===== src/sv/abbm_pkg.sv =====
package abbm_pkg;

    localparam int W_IN   = 16;  // source box coordinate
    localparam int W_OUT  = 18;  // result coordinate
    localparam int W_DIFF = 18;  // coordinate minus origin
    localparam int W_SCL  = 34;  // scaled coordinate, Q.8
    localparam int W_PROD = 50;  // rotated term, Q.22
    localparam int W_SUM  = 52;  // corner value, Q.22
    localparam int Q_FRAC = 22;
    localparam int Q_DEPTH = 2;

    localparam logic signed [W_OUT-1:0] OUT_MAX = 18'sh1FFFF;
    localparam logic signed [W_OUT-1:0] OUT_MIN = 18'sh20000;
    localparam logic [W_SUM-1:0] FRAC_MASK = W_SUM'((64'd1 << Q_FRAC) - 64'd1);

    typedef enum logic [2:0] {
        CFG_ROTATE_COS = 3'd0,
        CFG_ROTATE_SIN = 3'd1,
        CFG_SCALE_X    = 3'd2,
        CFG_SCALE_Y    = 3'd3,
        CFG_SHIFT_X    = 3'd4,
        CFG_SHIFT_Y    = 3'd5,
        CFG_ORIGIN_X   = 3'd6,
        CFG_ORIGIN_Y   = 3'd7
    } t_cfg_idx;

    typedef struct packed {
        logic signed [15:0] rotate_cos;
        logic signed [15:0] rotate_sin;
        logic signed [15:0] scale_x;
        logic signed [15:0] scale_y;
        logic signed [16:0] shift_x;
        logic signed [16:0] shift_y;
        logic signed [16:0] origin_x;
        logic signed [16:0] origin_y;
    } t_cfg;

    // Scaled edges of one box, as passed from front to back
    typedef struct packed {
        logic signed [W_SCL-1:0] xs0;
        logic signed [W_SCL-1:0] xs1;
        logic signed [W_SCL-1:0] ys0;
        logic signed [W_SCL-1:0] ys1;
        logic                    first;
    } t_item;

    typedef struct packed {
        logic full;
        logic empty;
    } t_q_stat;

    typedef enum logic [1:0] {
        BK_IDLE = 2'd0,
        BK_SUM  = 2'd1,
        BK_CONV = 2'd2,
        BK_OUT  = 2'd3
    } t_bk_state;

    // Truncate a Q.22 value toward zero, then clamp to 18 bits signed
    function automatic logic signed [W_OUT-1:0] f_trunc_sat(input logic signed [W_SUM-1:0] q);
        logic [W_SUM-1:0]        b;
        logic [W_SUM-Q_FRAC-1:0] t;
        logic [W_SUM-Q_FRAC-W_OUT:0] hi;
        b  = q + (q[W_SUM-1] ? FRAC_MASK : '0);
        t  = b[W_SUM-1:Q_FRAC];
        hi = t[W_SUM-Q_FRAC-1:W_OUT-1];
        if ((&hi) || (~|hi)) begin
            return t[W_OUT-1:0];
        end else if (t[W_SUM-Q_FRAC-1]) begin
            return OUT_MIN;
        end else begin
            return OUT_MAX;
        end
    endfunction

endpackage


===== src/sv/abbm_queue.sv =====
module abbm_queue (
    input  logic               i_clk,
    input  logic               i_rst_n,
    input  logic               i_push,
    input  abbm_pkg::t_item    i_data,
    input  logic               i_pop,
    output abbm_pkg::t_item    o_data,
    output abbm_pkg::t_q_stat  o_stat
);

    localparam int DEPTH = abbm_pkg::Q_DEPTH;
    localparam int AW    = (DEPTH > 1) ? $clog2(DEPTH) : 1;
    localparam int CW    = $clog2(DEPTH + 1);

    abbm_pkg::t_item r_mem [DEPTH];
    logic [AW-1:0]   r_wr_ptr;
    logic [AW-1:0]   r_rd_ptr;
    logic [CW-1:0]   r_count;
    logic            do_push;
    logic            do_pop;

    assign o_stat.full  = (r_count == CW'(DEPTH));
    assign o_stat.empty = (r_count == '0);
    assign do_push      = i_push && !o_stat.full;
    assign do_pop       = i_pop && !o_stat.empty;
    assign o_data       = r_mem[r_rd_ptr];

    always_ff @(posedge i_clk) begin
        if (!i_rst_n) begin
            r_wr_ptr <= '0;
            r_rd_ptr <= '0;
            r_count  <= '0;
        end else begin
            if (do_push) begin
                r_wr_ptr <= (r_wr_ptr == AW'(DEPTH - 1)) ? '0 : r_wr_ptr + 1'b1;
            end
            if (do_pop) begin
                r_rd_ptr <= (r_rd_ptr == AW'(DEPTH - 1)) ? '0 : r_rd_ptr + 1'b1;
            end
            if (do_push && !do_pop) begin
                r_count <= r_count + 1'b1;
            end else if (do_pop && !do_push) begin
                r_count <= r_count - 1'b1;
            end
        end
    end

    always_ff @(posedge i_clk) begin
        if (do_push) begin
            r_mem[r_wr_ptr] <= i_data;
        end
    end

endmodule


===== config.mk =====
export PLATFORM = sky130hd
export DESIGN_NAME = abbm_queue
export DESIGN_NICKNAME = d
export VERILOG_FILES = /design/src/sv/abbm_pkg.sv /design/src/sv/abbm_queue.sv
export SDC_FILE = /design/constraint.sdc
export NUM_CORES = 1
export LEC_CHECK = 0
export BUFFER_PORTS_ARGS = -buffer_cell sky130_fd_sc_hd__buf_2
export CAP_MARGIN = 20
export CORE_MARGIN = 2
export CORE_UTILIZATION = 55
export CTS_CLUSTER_DIAMETER = 200
export DETAILED_ROUTE_END_ITERATION = 7
export PLACE_DENSITY = 0.83
export SLEW_MARGIN = 10
export SYNTH_ARGS = -nofsm -noshare
export SYNTH_HDL_FRONTEND = slang
export SYNTH_SLANG_ARGS = --single-unit
export TNS_END_PERCENT = 5

===== constraint.sdc =====
create_clock -name i_clk -period 11.7 [get_ports i_clk]
set_clock_uncertainty 0.2 [all_clocks]
set_input_delay 1.17 -clock i_clk [delete_from_list [all_inputs] [get_ports i_clk]]
set_output_delay 1.17 -clock i_clk [all_outputs]
set_load 0.05 [all_outputs]

* Yosys cells after proc, flatten, opt, wreduce, memory -nomap -nowiden
Memory sizes are Yosys's and may differ from the RTL's. A register that Yosys moved wholly into a read port is not among the register bits. Cells that the tools add are included.
Storage, ports and cells: flip-flop bits (word level) 4, RAM bits 274, input bits 141, memories kept 1
Cells by class: add/subtract/negate cells 4, equal/unequal tests 1, mux-type cells 8, reduce and logical (&&, ||, !) cells 10
Memory list:
- r_mem | words 2, bits a word 137, read ports 1, clocked after memory_dff 1, write ports 1, line abbm_queue.sv:15 | abbm_pkg::t_item r_mem [DEPTH];
Operators with widths (number):
- $mux W1 | 6
- $logic_and A1 B1 Y1 | 4
- $logic_not A1 Y1 | 4
- $mux W2 | 2
- $add A1 B1 Y1 const B | 2
- $add A2 B1 Y2 const B | 1
- $eq A2 B2 Y1 const B | 1
- $logic_not A2 Y1 | 1
- $reduce_bool A2 Y1 | 1
- $sub A2 B1 Y2 const B | 1

* Logic depth before layout (Yosys ltp)
depth after elaboration 7, depth in mapped cells 7

* Least setup slack after synthesis
Ideal clock, no wire load.
path kind in2reg, from input i_push, to memory r_mem[0][0] in the netlist's numbering, enable pin, setup time 610 ps, arrival time 6525 ps, data required time 10890 ps, slack 4365 ps, cell stages on the path 2, cell sequence inv_1 -> nor3_2
Between the ends: cells in the longest elaborated chain, start to end 3
RTL lines:
- from (decl) | line abbm_queue.sv:4 | input logic i_push,
- $logic_and A1 B1 Y1 | line abbm_queue.sv:24 | assign do_push = i_push && !o_stat.full;
- $mux W1 | line abbm_queue.sv:49 | if (do_push) begin
- $mux W1 (not written as such) | line abbm_queue.sv:50 | r_mem[r_wr_ptr] <= i_data;
- to (decl) | line abbm_queue.sv:15
No other way between the ends.

==> impl_metrics.tcl <==
set metrics [dict create \
    endpoint_kind "primary output" \
    finalCriticalPeriod_ps 4394 \
    final_cell_mix "buf_2, edfxtp_1, mux2_1" \
    final_common_cell "buf_2" \
    required_ps 10330 \
    slew_headroom_pct 30.22 \
    start_util_pct 56.10 \
    slowest_delay_ps 880 \
    clock-root-buffer "clkbuf_16" \
    hold_ws_ps 343.1 \
    vdd_drop_max_v 0.0001466 \
    vias_per_cell 5.192 \
    cp_max_fo 75 \
    cp_num_buf_inv 2 \
    final_max_slew_viol_count 0 \
    syn_area_per_cell_um2 22.42 \
    grt_pass1_vias 5605 \
    numCtsBuffers 27 \
    fin_crit_sh_pct 37.56 \
    cts_setup_buffers 0 \
    path_depth 3 \
    ant_nets 0 \
    cts_hold_buf 0 \
    cts.sinks 279 \
    worstSetupPathType "flip-flop to primary output" \
    layout.nets 890 \
    cap_violations 0 \
    grt_max_degree 77 \
    cts_buffer_depth 3 \
    syn_nets 593 \
    die_h_um 139.6 \
    netlist_instances 451 \
    reg2reg_depth 3 \
    crit_slowest_cell "dfxtp_4" \
    syn_area_mm2 0.01011 \
    grt_setup_unrepaired "false" \
    worst-slew-pin-transition_ps 1047 \
    dpl.hpwl_um 12840 \
    synth_seq_cells 279 \
    leakagePower_nw 4.701 \
    utilization_pct 69.63 \
    setup_viol 0 \
    critical_path.startpoint_type "flip-flop" \
    grt_pass1_wl_um 29690 \
    grt_usage_pct 19.43 \
    via_count 5213 \
    rows 49 \
    cp.arrival_ps 3020 \
    yosysSeqAreaShare_pct 82.36 \
    cp_cell_sequence "buf_4, mux2_2, buf_2" \
    synth_cell_type_count 22 \
    hold_depth 2 \
    htreeDepth 1 \
    dr.pass1.iters 4 \
    clk_latency_ps 530 \
    port_buffers 279 \
    antenna_found_initial 7 \
    yosysWarnings 0 \
    dieArea_mm2 0.01949 \
    die_w_um 139.6 \
    final-hold-violation-count 0 \
    p_per_area_mw_per_mm2 252.8 \
    gp_congestion 0.7526 \
    layout-area-overhead-vs-synth_pct 24.12 \
    path_delay_family "buffers and inverters" \
    cts_resized 0 \
    hold_class "flip-flop to flip-flop" \
    cts_tree "built" \
    setup_tns_ps 0 \
    io_pins 280 \
    overflow 0 \
    outcome "complete, no violations" \
    wl_per_cell_um 19.40 \
    fmax_mhz 227.6 \
    drcViolationCount 0 \
    clk_pin_slew_worst_paths_ps 60 \
    design.core.area_mm2 0.01802 \
    first_iter_violations 272 \
    wl_um 19470 \
    drive_gt1_share_pct 46.88 \
]
-- per-layer routing --
metal	GRT usage, %	share of wire [%]	up-vias
met5	0	0.036	-
met2	35.40	53	219
li1	-	-	2405
met1	22.26	36	2544
met4	7.000	2.7	2
met3	4.955	7.9	43
-- per-stage QoR --
step                instances  setup WS (ps)  power [mW]  instance area (um2)
floorplan                 451           4365       2.193                10110
global placement          948           7886       2.387                11730
detailed placement        948           7840       2.412                11730
CTS                       997           7269       3.203                12530
global route             1002           7117       3.288                12550
finish                   1004           7306       3.172                12550
-- worst min-delay path, stage by stage, from the launching register on --
cell	delay, ps
dfxtp_1	350
o21ai_0	80
a21boi_1	60
-- cells by family after synthesis --
logic type	Yosys count	synth area share [%]
adder cells (fa/ha/maj)	1	0.1237
XOR/XNOR	3	0.2599
AO/OA/AOI/OAI	5	0.3217
multiplexers	137	15.26
AND/OR/NAND/NOR	9	0.5446
buffers and inverters	17	1.138
flip-flops	279	82.36
-- cells in the mapped netlist --
master / instances / area share, %
o21ai_1: 1 / 0.049
a21boi_1: 1 / 0.074
o21ai_0: 1 / 0.049
mux2_2: 37 / 4.1
edfxtp_1: 274 / 81
nand2b_1: 1 / 0.062
xnor2_1: 2 / 0.17
inv_1: 1 / 0.037
nor3_2: 1 / 0.099
and3_1: 1 / 0.062
or3_1: 1 / 0.062
a21boi_0: 1 / 0.074
inv_2: 1 / 0.037
mux2_1: 100 / 11
o21a_1: 1 / 0.074
and2_1: 3 / 0.19
buf_2: 2 / 0.099
nor2_1: 2 / 0.074
ha_1: 1 / 0.12
buf_4: 13 / 0.97
dfxtp_1: 5 / 0.99
xor2_1: 1 / 0.087
-- sequential cells by signal (all words and copies together) (netlist names), named ones only --
register / count
r_rd_ptr: 1
r_wr_ptr: 1
r_mem: 274
r_count: 2
-- layout make-up --
type	instances	area, um2
fillers	1148	5474
clock buffers	34	701.9
inverters	2	7.507
clock inverters	15	98.84
well taps	229	286.5
multi-input cells	155	1680
flip-flops and latches	279	8332
diodes	7	17.52
repair buffers	283	1426
-- where the power goes --
part	leakage [nW]	internal (mW)	switching (mW)
sequential	2.60	1.26	0.0604
combinational	1.71	0.264	0.806
clock	0.393	0.445	0.339
-- path summary, 6_finish.rpt --
| kind | slack, ps | start | endpoint |
|---|---|---|---|
| worst max-delay path | 7310 | flip-flop | o_data[90] |
| worst min-delay path | 340 | r_count[1]$_SDFFE_PN0P_ | r_count[1]$_SDFFE_PN0P_ |
| worst max register to register | 8680 | r_count[0]$_SDFFE_PN0P_ | r_mem[1][98]$_DFFE_PP_ |
| worst min register to register | 340 | r_count[1]$_SDFFE_PN0P_ | r_count[1]$_SDFFE_PN0P_ |
Power figures use the tool's default switching activity.
