--- config.mk ---
export PLATFORM = sky130hd
export DESIGN_NAME = abbm_front
export DESIGN_NICKNAME = d
export VERILOG_FILES = /design/src/sv/abbm_pkg.sv /design/src/sv/abbm_front.sv
export SDC_FILE = /design/constraint.sdc
export NUM_CORES = 2
export LEC_CHECK = 0
export BUFFER_PORTS_ARGS = -buffer_cell sky130_fd_sc_hd__buf_2
export CAP_MARGIN = 20
export CORE_MARGIN = 8
export CORE_UTILIZATION = 50
export DETAILED_ROUTE_END_ITERATION = 6
export GPL_ROUTABILITY_DRIVEN = 0
export PLACE_DENSITY = 0.72
export SLEW_MARGIN = 15
export SYNTH_ARGS = -nofsm -noshare
export SYNTH_HDL_FRONTEND = slang
export SYNTH_SLANG_ARGS = --single-unit
--- constraint.sdc ---
create_clock -name i_clk -period 14.65 [get_ports i_clk]
set_input_delay 2.1975 -clock i_clk [delete_from_list [all_inputs] [get_ports i_clk]]
set_output_delay 2.1975 -clock i_clk [all_outputs]
set_load 0.01 [all_outputs]
--- src/sv/abbm_pkg.sv ---
package abbm_pkg;

    localparam int W_IN   = 16;  // source box coordinate
    localparam int W_OUT  = 18;  // result coordinate
    localparam int W_DIFF = 18;  // coordinate minus origin
    localparam int W_SCL  = 34;  // scaled coordinate, Q.8
    localparam int W_PROD = 50;  // rotated term, Q.22
    localparam int W_SUM  = 52;  // corner value, Q.22
    localparam int Q_FRAC = 22;
    localparam int Q_DEPTH = 2;

    localparam logic signed [W_OUT-1:0] OUT_MAX = 18'sh1FFFF;
    localparam logic signed [W_OUT-1:0] OUT_MIN = 18'sh20000;
    localparam logic [W_SUM-1:0] FRAC_MASK = W_SUM'((64'd1 << Q_FRAC) - 64'd1);

    typedef enum logic [2:0] {
        CFG_ROTATE_COS = 3'd0,
        CFG_ROTATE_SIN = 3'd1,
        CFG_SCALE_X    = 3'd2,
        CFG_SCALE_Y    = 3'd3,
        CFG_SHIFT_X    = 3'd4,
        CFG_SHIFT_Y    = 3'd5,
        CFG_ORIGIN_X   = 3'd6,
        CFG_ORIGIN_Y   = 3'd7
    } t_cfg_idx;

    typedef struct packed {
        logic signed [15:0] rotate_cos;
        logic signed [15:0] rotate_sin;
        logic signed [15:0] scale_x;
        logic signed [15:0] scale_y;
        logic signed [16:0] shift_x;
        logic signed [16:0] shift_y;
        logic signed [16:0] origin_x;
        logic signed [16:0] origin_y;
    } t_cfg;

    // Scaled edges of one box, as passed from front to back
    typedef struct packed {
        logic signed [W_SCL-1:0] xs0;
        logic signed [W_SCL-1:0] xs1;
        logic signed [W_SCL-1:0] ys0;
        logic signed [W_SCL-1:0] ys1;
        logic                    first;
    } t_item;

    typedef struct packed {
        logic full;
        logic empty;
    } t_q_stat;

    typedef enum logic [1:0] {
        BK_IDLE = 2'd0,
        BK_SUM  = 2'd1,
        BK_CONV = 2'd2,
        BK_OUT  = 2'd3
    } t_bk_state;

    // Truncate a Q.22 value toward zero, then clamp to 18 bits signed
    function automatic logic signed [W_OUT-1:0] f_trunc_sat(input logic signed [W_SUM-1:0] q);
        logic [W_SUM-1:0]        b;
        logic [W_SUM-Q_FRAC-1:0] t;
        logic [W_SUM-Q_FRAC-W_OUT:0] hi;
        b  = q + (q[W_SUM-1] ? FRAC_MASK : '0);
        t  = b[W_SUM-1:Q_FRAC];
        hi = t[W_SUM-Q_FRAC-1:W_OUT-1];
        if ((&hi) || (~|hi)) begin
            return t[W_OUT-1:0];
        end else if (t[W_SUM-Q_FRAC-1]) begin
            return OUT_MIN;
        end else begin
            return OUT_MAX;
        end
    endfunction

endpackage

--- src/sv/abbm_front.sv ---
module abbm_front (
    input  logic                     i_clk,
    input  logic                     i_rst_n,
    input  abbm_pkg::t_cfg           i_cfg,
    input  logic                     i_valid,
    output logic                     o_stall,
    input  logic signed [15:0]       i_box_left,
    input  logic signed [15:0]       i_box_bottom,
    input  logic signed [15:0]       i_box_right,
    input  logic signed [15:0]       i_box_top,
    input  logic                     i_first_box,
    input  abbm_pkg::t_q_stat        i_q_stat,
    output logic                     o_push,
    output abbm_pkg::t_item          o_item
);

    localparam int WD = abbm_pkg::W_DIFF;
    localparam int WS = abbm_pkg::W_SCL;

    logic                 r_valid;
    abbm_pkg::t_item      r_item;
    abbm_pkg::t_item      n_item;
    logic                 accept;
    logic signed [WD-1:0] dx0, dx1, dy0, dy1;

    assign o_push  = r_valid && !i_q_stat.full;
    assign o_stall = r_valid && i_q_stat.full;
    assign accept  = i_valid && !o_stall;
    assign o_item  = r_item;

    // Remove origin and scale each edge once; corners share them
    always_comb begin
        dx0 = WD'(i_box_left)   - WD'(i_cfg.origin_x);
        dx1 = WD'(i_box_right)  - WD'(i_cfg.origin_x);
        dy0 = WD'(i_box_bottom) - WD'(i_cfg.origin_y);
        dy1 = WD'(i_box_top)    - WD'(i_cfg.origin_y);
        n_item.xs0   = WS'(dx0) * WS'(i_cfg.scale_x);
        n_item.xs1   = WS'(dx1) * WS'(i_cfg.scale_x);
        n_item.ys0   = WS'(dy0) * WS'(i_cfg.scale_y);
        n_item.ys1   = WS'(dy1) * WS'(i_cfg.scale_y);
        n_item.first = i_first_box;
    end

    always_ff @(posedge i_clk) begin
        if (!i_rst_n) begin
            r_valid <= 1'b0;
        end else if (accept) begin
            r_valid <= 1'b1;
        end else if (o_push) begin
            r_valid <= 1'b0;
        end
    end

    always_ff @(posedge i_clk) begin
        if (accept) begin
            r_item <= n_item;
        end
    end

endmodule

---- Word-level counts from Yosys, hierarchy flattened ----
Cells that the tools add are included.
storage, ports and cells
  bits of input ports ..................... 202
  bits in registers ....................... 138
  word-level logic and storage cells ...... 22
  output and inout bits ................... 139
cells by class
  add/subtract/negate cells ............... 4
  multiply operators ...................... 4
  reduce and logical (&&, ||, !) cells .... 6
  mux-type cells .......................... 2
operators with widths
  kind                          count
  multiplier 18 x 16 -> 34 bit  4
  subtractor 16 x 17 -> 18 bit  4
  logical AND 1 bit             3
  zero test 1 bit               2
  2-to-1 mux 1 bit              2
  nonzero test 2 bit            1

---- Longest topological paths before layout ----
  word-level depth ........................ 4
  mapped depth ............................ 35
  depth with buffers taken out ............ 34

---- Least setup slack after synthesis ----
No wires, ideal clock.
  path kind ............................... input -> register
  start point ............................. input port i_cfg[19] in the netlist's numbering
  end point ............................... register r_item, in the netlist o_item[99] (data pin)
  path slack .............................. 4682 ps
  buffers on the path ..................... 0
  library setup time ...................... 259 ps
  stages on the path ...................... 30
  arrival ................................. 9709 ps
  required time ........................... 14391 ps
  path through ............................ inv_1 -> ha_1 -> nor2b_1 -> o21ai_1 -> a21boi_1 -> o21a_1 -> o21ai_1 -> nor2b_1 -> o21ai_1 -> o41ai_2 -> mux2_1 -> fa_1 -> fa_1 -> fa_1 -> inv_1 -> fa_1 -> fa_1 -> inv_1 -> fa_1 -> inv_1 -> ha_1 -> a21o_1 -> a21oi_1 -> o21ai_1 -> o31a_1 -> a221o_1 -> o41a_1 -> a21o_1 -> a21oi_2 -> xnor2_1
RTL lines
  item                    RTL line          text
  start: declaration      abbm_front.sv:4   input abbm_pkg::t_cfg i_cfg,
  end signal: assignment  abbm_front.sv:56  r_item <= n_item;
  end: declaration        abbm_front.sv:21  abbm_pkg::t_item r_item;

==> flow_metrics.env <==
export IMPL_cts_buffers=17
export IMPL_crit_path_start_kind="input port"
export IMPL_stdcell_area_um2=54900
export IMPL_antenna_found_initial=8
export IMPL_cts_tree="built"
export IMPL_critPathArrivalTime_ns=10.90
export IMPL_ys_ff_latch=138
export IMPL_fillCellCount=9144
export IMPL_cts_root_buf="clkbuf_16"
export IMPL_hold_slack_ns=0.662
export IMPL_cp_max_fo=21
export IMPL_wl_per_cell_um=17.3
export IMPL_cts_htree_levels=4
export IMPL_clock_latency_ns=0.54
export IMPL_clk_pin_slew_ns=0.07
export IMPL_min_period_over_period_pct=72.5
export IMPL_ys_seq_area_share_pct=8.04
export IMPL_path_common_cell="fa_1"
export IMPL_r2r_cells=3
export IMPL_synth_area_leaders="fa_1, inv_1, ha_1"
export IMPL_nNetsFinal=7500
export IMPL_grt_overflow_total=0
export IMPL_fin_worst_skew_ns=0.0402
export IMPL_wl_mm=123
export IMPL_grt_max_degree=138
export IMPL_drv_slew=0
export IMPL_r2r_slack_ns=12.90
export IMPL_drive_gt1_share_pct=6.96
export IMPL_rsz0062_at_grt="no"
export IMPL_die_area_um2=113000
export IMPL_dp_hpwl_mm=98.0
export IMPL_place_area_um2=54300
export IMPL_holdPathStages=2
export IMPL_cpPeakStageDelay_ns=0.82
export IMPL_r2r_end="o_item[132]"
export IMPL_holdCritStartpoint="r_valid"
export IMPL_areaGrowthSynthToFinish_pct=6.65
export IMPL_postCtsHoldBufs=0
export IMPL_io_pins=341
export IMPL_ant_nets=0
export IMPL_layout_commonest_cell="inv_1"
export IMPL_io_buffers=273
export IMPL_vias=37867
export IMPL_synth_edf_count=137
export IMPL_chipWidth_um=337
export IMPL_ys_types=70
export IMPL_hold_viol=0
export IMPL_core_area_um2=102000
export IMPL_die_y_um=337
export IMPL_fin_setup_tns_ns=0
export IMPL_max_slew_worst_pin_slew_ns=1.07
export IMPL_netlist_area_um2=51400
export IMPL_yosys_area_top_type_share_pct=44.3
export IMPL_initial_core_util_pct=50.5
export IMPL_synthFlopType="edfxtp_1"
export IMPL_synthCells=5623
export IMPL_cts_buffer_depth=2
export IMPL_post_cts_buffers=0
export IMPL_dr_pass1_iters=5
export IMPL_final_cell_mix="inv_1, fa_1, nand2_1"
export IMPL_hold_end="r_valid"
export IMPL_grt_pass1_vias=41275
export IMPL_status="finished, final reports clean"
export IMPL_syn_area_per_cell_um2=9.15
export IMPL_max_slew_margin_pct=28.2
export IMPL_critical_path_slowest_cell="fa_1"
export IMPL_ys_warn_count=0
export IMPL_first_iter_violations=1879
export IMPL_hp_class="register to register"
export IMPL_cts_resized=0
export IMPL_synth_top_area_cell="fa_1"
export IMPL_vias_per_cell=5.31
export IMPL_max_freq_mhz=94.1
export IMPL_route_detailed_drc=0
export IMPL_rows=117
export IMPL_grt_use_total_pct=22.5
export IMPL_end_kind="register"
export IMPL_rr_startpoint="r_valid"
export IMPL_synth_async_reset_ratio_pct=0
export IMPL_final_util_pct=53.8
export IMPL_grt_pass1_wl_mm=206
export IMPL_synthesis_nets=7378
export IMPL_max_cap_violations=0
export IMPL_period_minus_slack_ns=10.63
export IMPL_setup_violations_final=0
export IMPL_cts_sinks=138
export IMPL_cp_required_ns=14.92
export IMPL_crit_type="input port to register"
routing by layer:
| metal | GRT usage, % | vias up | share of wire [%] |
|---|---|---|---|
| met5 | 0 | - | 0.011 |
| met4 | 8.63 | 2 | 3.5 |
| met3 | 3.25 | 243 | 6.3 |
| met2 | 38.7 | 1208 | 50 |
| met1 | 28.9 | 19428 | 40 |
| li1 | - | 16986 | - |
how the worst max path moves through the flow:
stage | from | to | slack [ns] | cells past startpoint
5_1_grt | i_cfg[1] | o_item[34] | 3.49 | 30
4_1_cts | i_box_left[0] | o_item[134] | 3.99 | 33
6_report | i_cfg[1] | o_item[34] | 4.02 | 30
3_5_place_dp | i_box_left[0] | o_item[134] | 3.45 | 33
3_3_place_gp | i_box_left[0] | o_item[134] | 3.55 | 33
2_1_floorplan | i_cfg[19] | o_item[99] | 4.68 | 30
metrics by stage:
step	setup WS, ns	std cells
after floorplan	4.68	5623
after global placement	3.55	7091
after detailed placement	3.45	7092
after CTS	3.99	7124
after global routing	3.49	7129
final	4.02	7130
cell usage after synthesis, drive strengths merged (18+ instances only):
| cell type | number |
|---|---|
| ha | 416 |
| edfxtp | 137 |
| o21a | 40 |
| nand2 | 612 |
| o21bai | 20 |
| xnor2 | 174 |
| nand3 | 36 |
| and2 | 437 |
| clkbuf | 220 |
| a21oi | 126 |
| and3 | 18 |
| inv | 1403 |
| a21o | 69 |
| nor3 | 33 |
| mux2i | 18 |
| xor2 | 38 |
| mux2 | 20 |
| nor2 | 188 |
| nand2b | 75 |
| a211oi | 22 |
| nor2b | 106 |
| fa | 1137 |
| o21ai | 108 |
worst max-delay path: cells and delay by family:
| family | cells | cell delay, ns |
|---|---|---|
| adder cells (fa/ha/maj) | 8 | 4.01 |
| AND/OR/NAND/NOR | 4 | 0.84 |
| buffers and inverters | 5 | 0.71 |
| XOR/XNOR | 1 | 0.09 |
| AO/OA/AOI/OAI | 12 | 3.06 |
layout make-up:
type	count	area, um^2	area share (%)
sequential	138	4130	7.54
tap	1368	1710	3.12
antenna	4	10.0	0.0182
timing repair buffer	325	1770	3.23
clock buffer	18	429	0.782
clock inverter	14	144	0.262
multi-input combinational	3860	41400	75.4
inverter	1403	5270	9.60
state kept, by name (all words and copies together), names as in the netlist:
register,count
o_item,137
r_valid,1
cells by family (layout without fill, tap and decap cells):
logic type	after synthesis	count (layout)	synth area share, %
and+or+nand+nor	1565	1565	15.1
xor gates and xnor gates	212	212	3.61
AOI/OAI and AO/OA	488	488	6.15
adders and majority gates	1557	1557	54.5
other	0	4	0
buffers and inverters	1625	1760	11.9
muxes	38	38	0.788
DFF	138	138	8.04
Power is left out: the tool's default activity adds up to more than one toggle a clock period on the data nets, which glitch-free logic cannot reach.
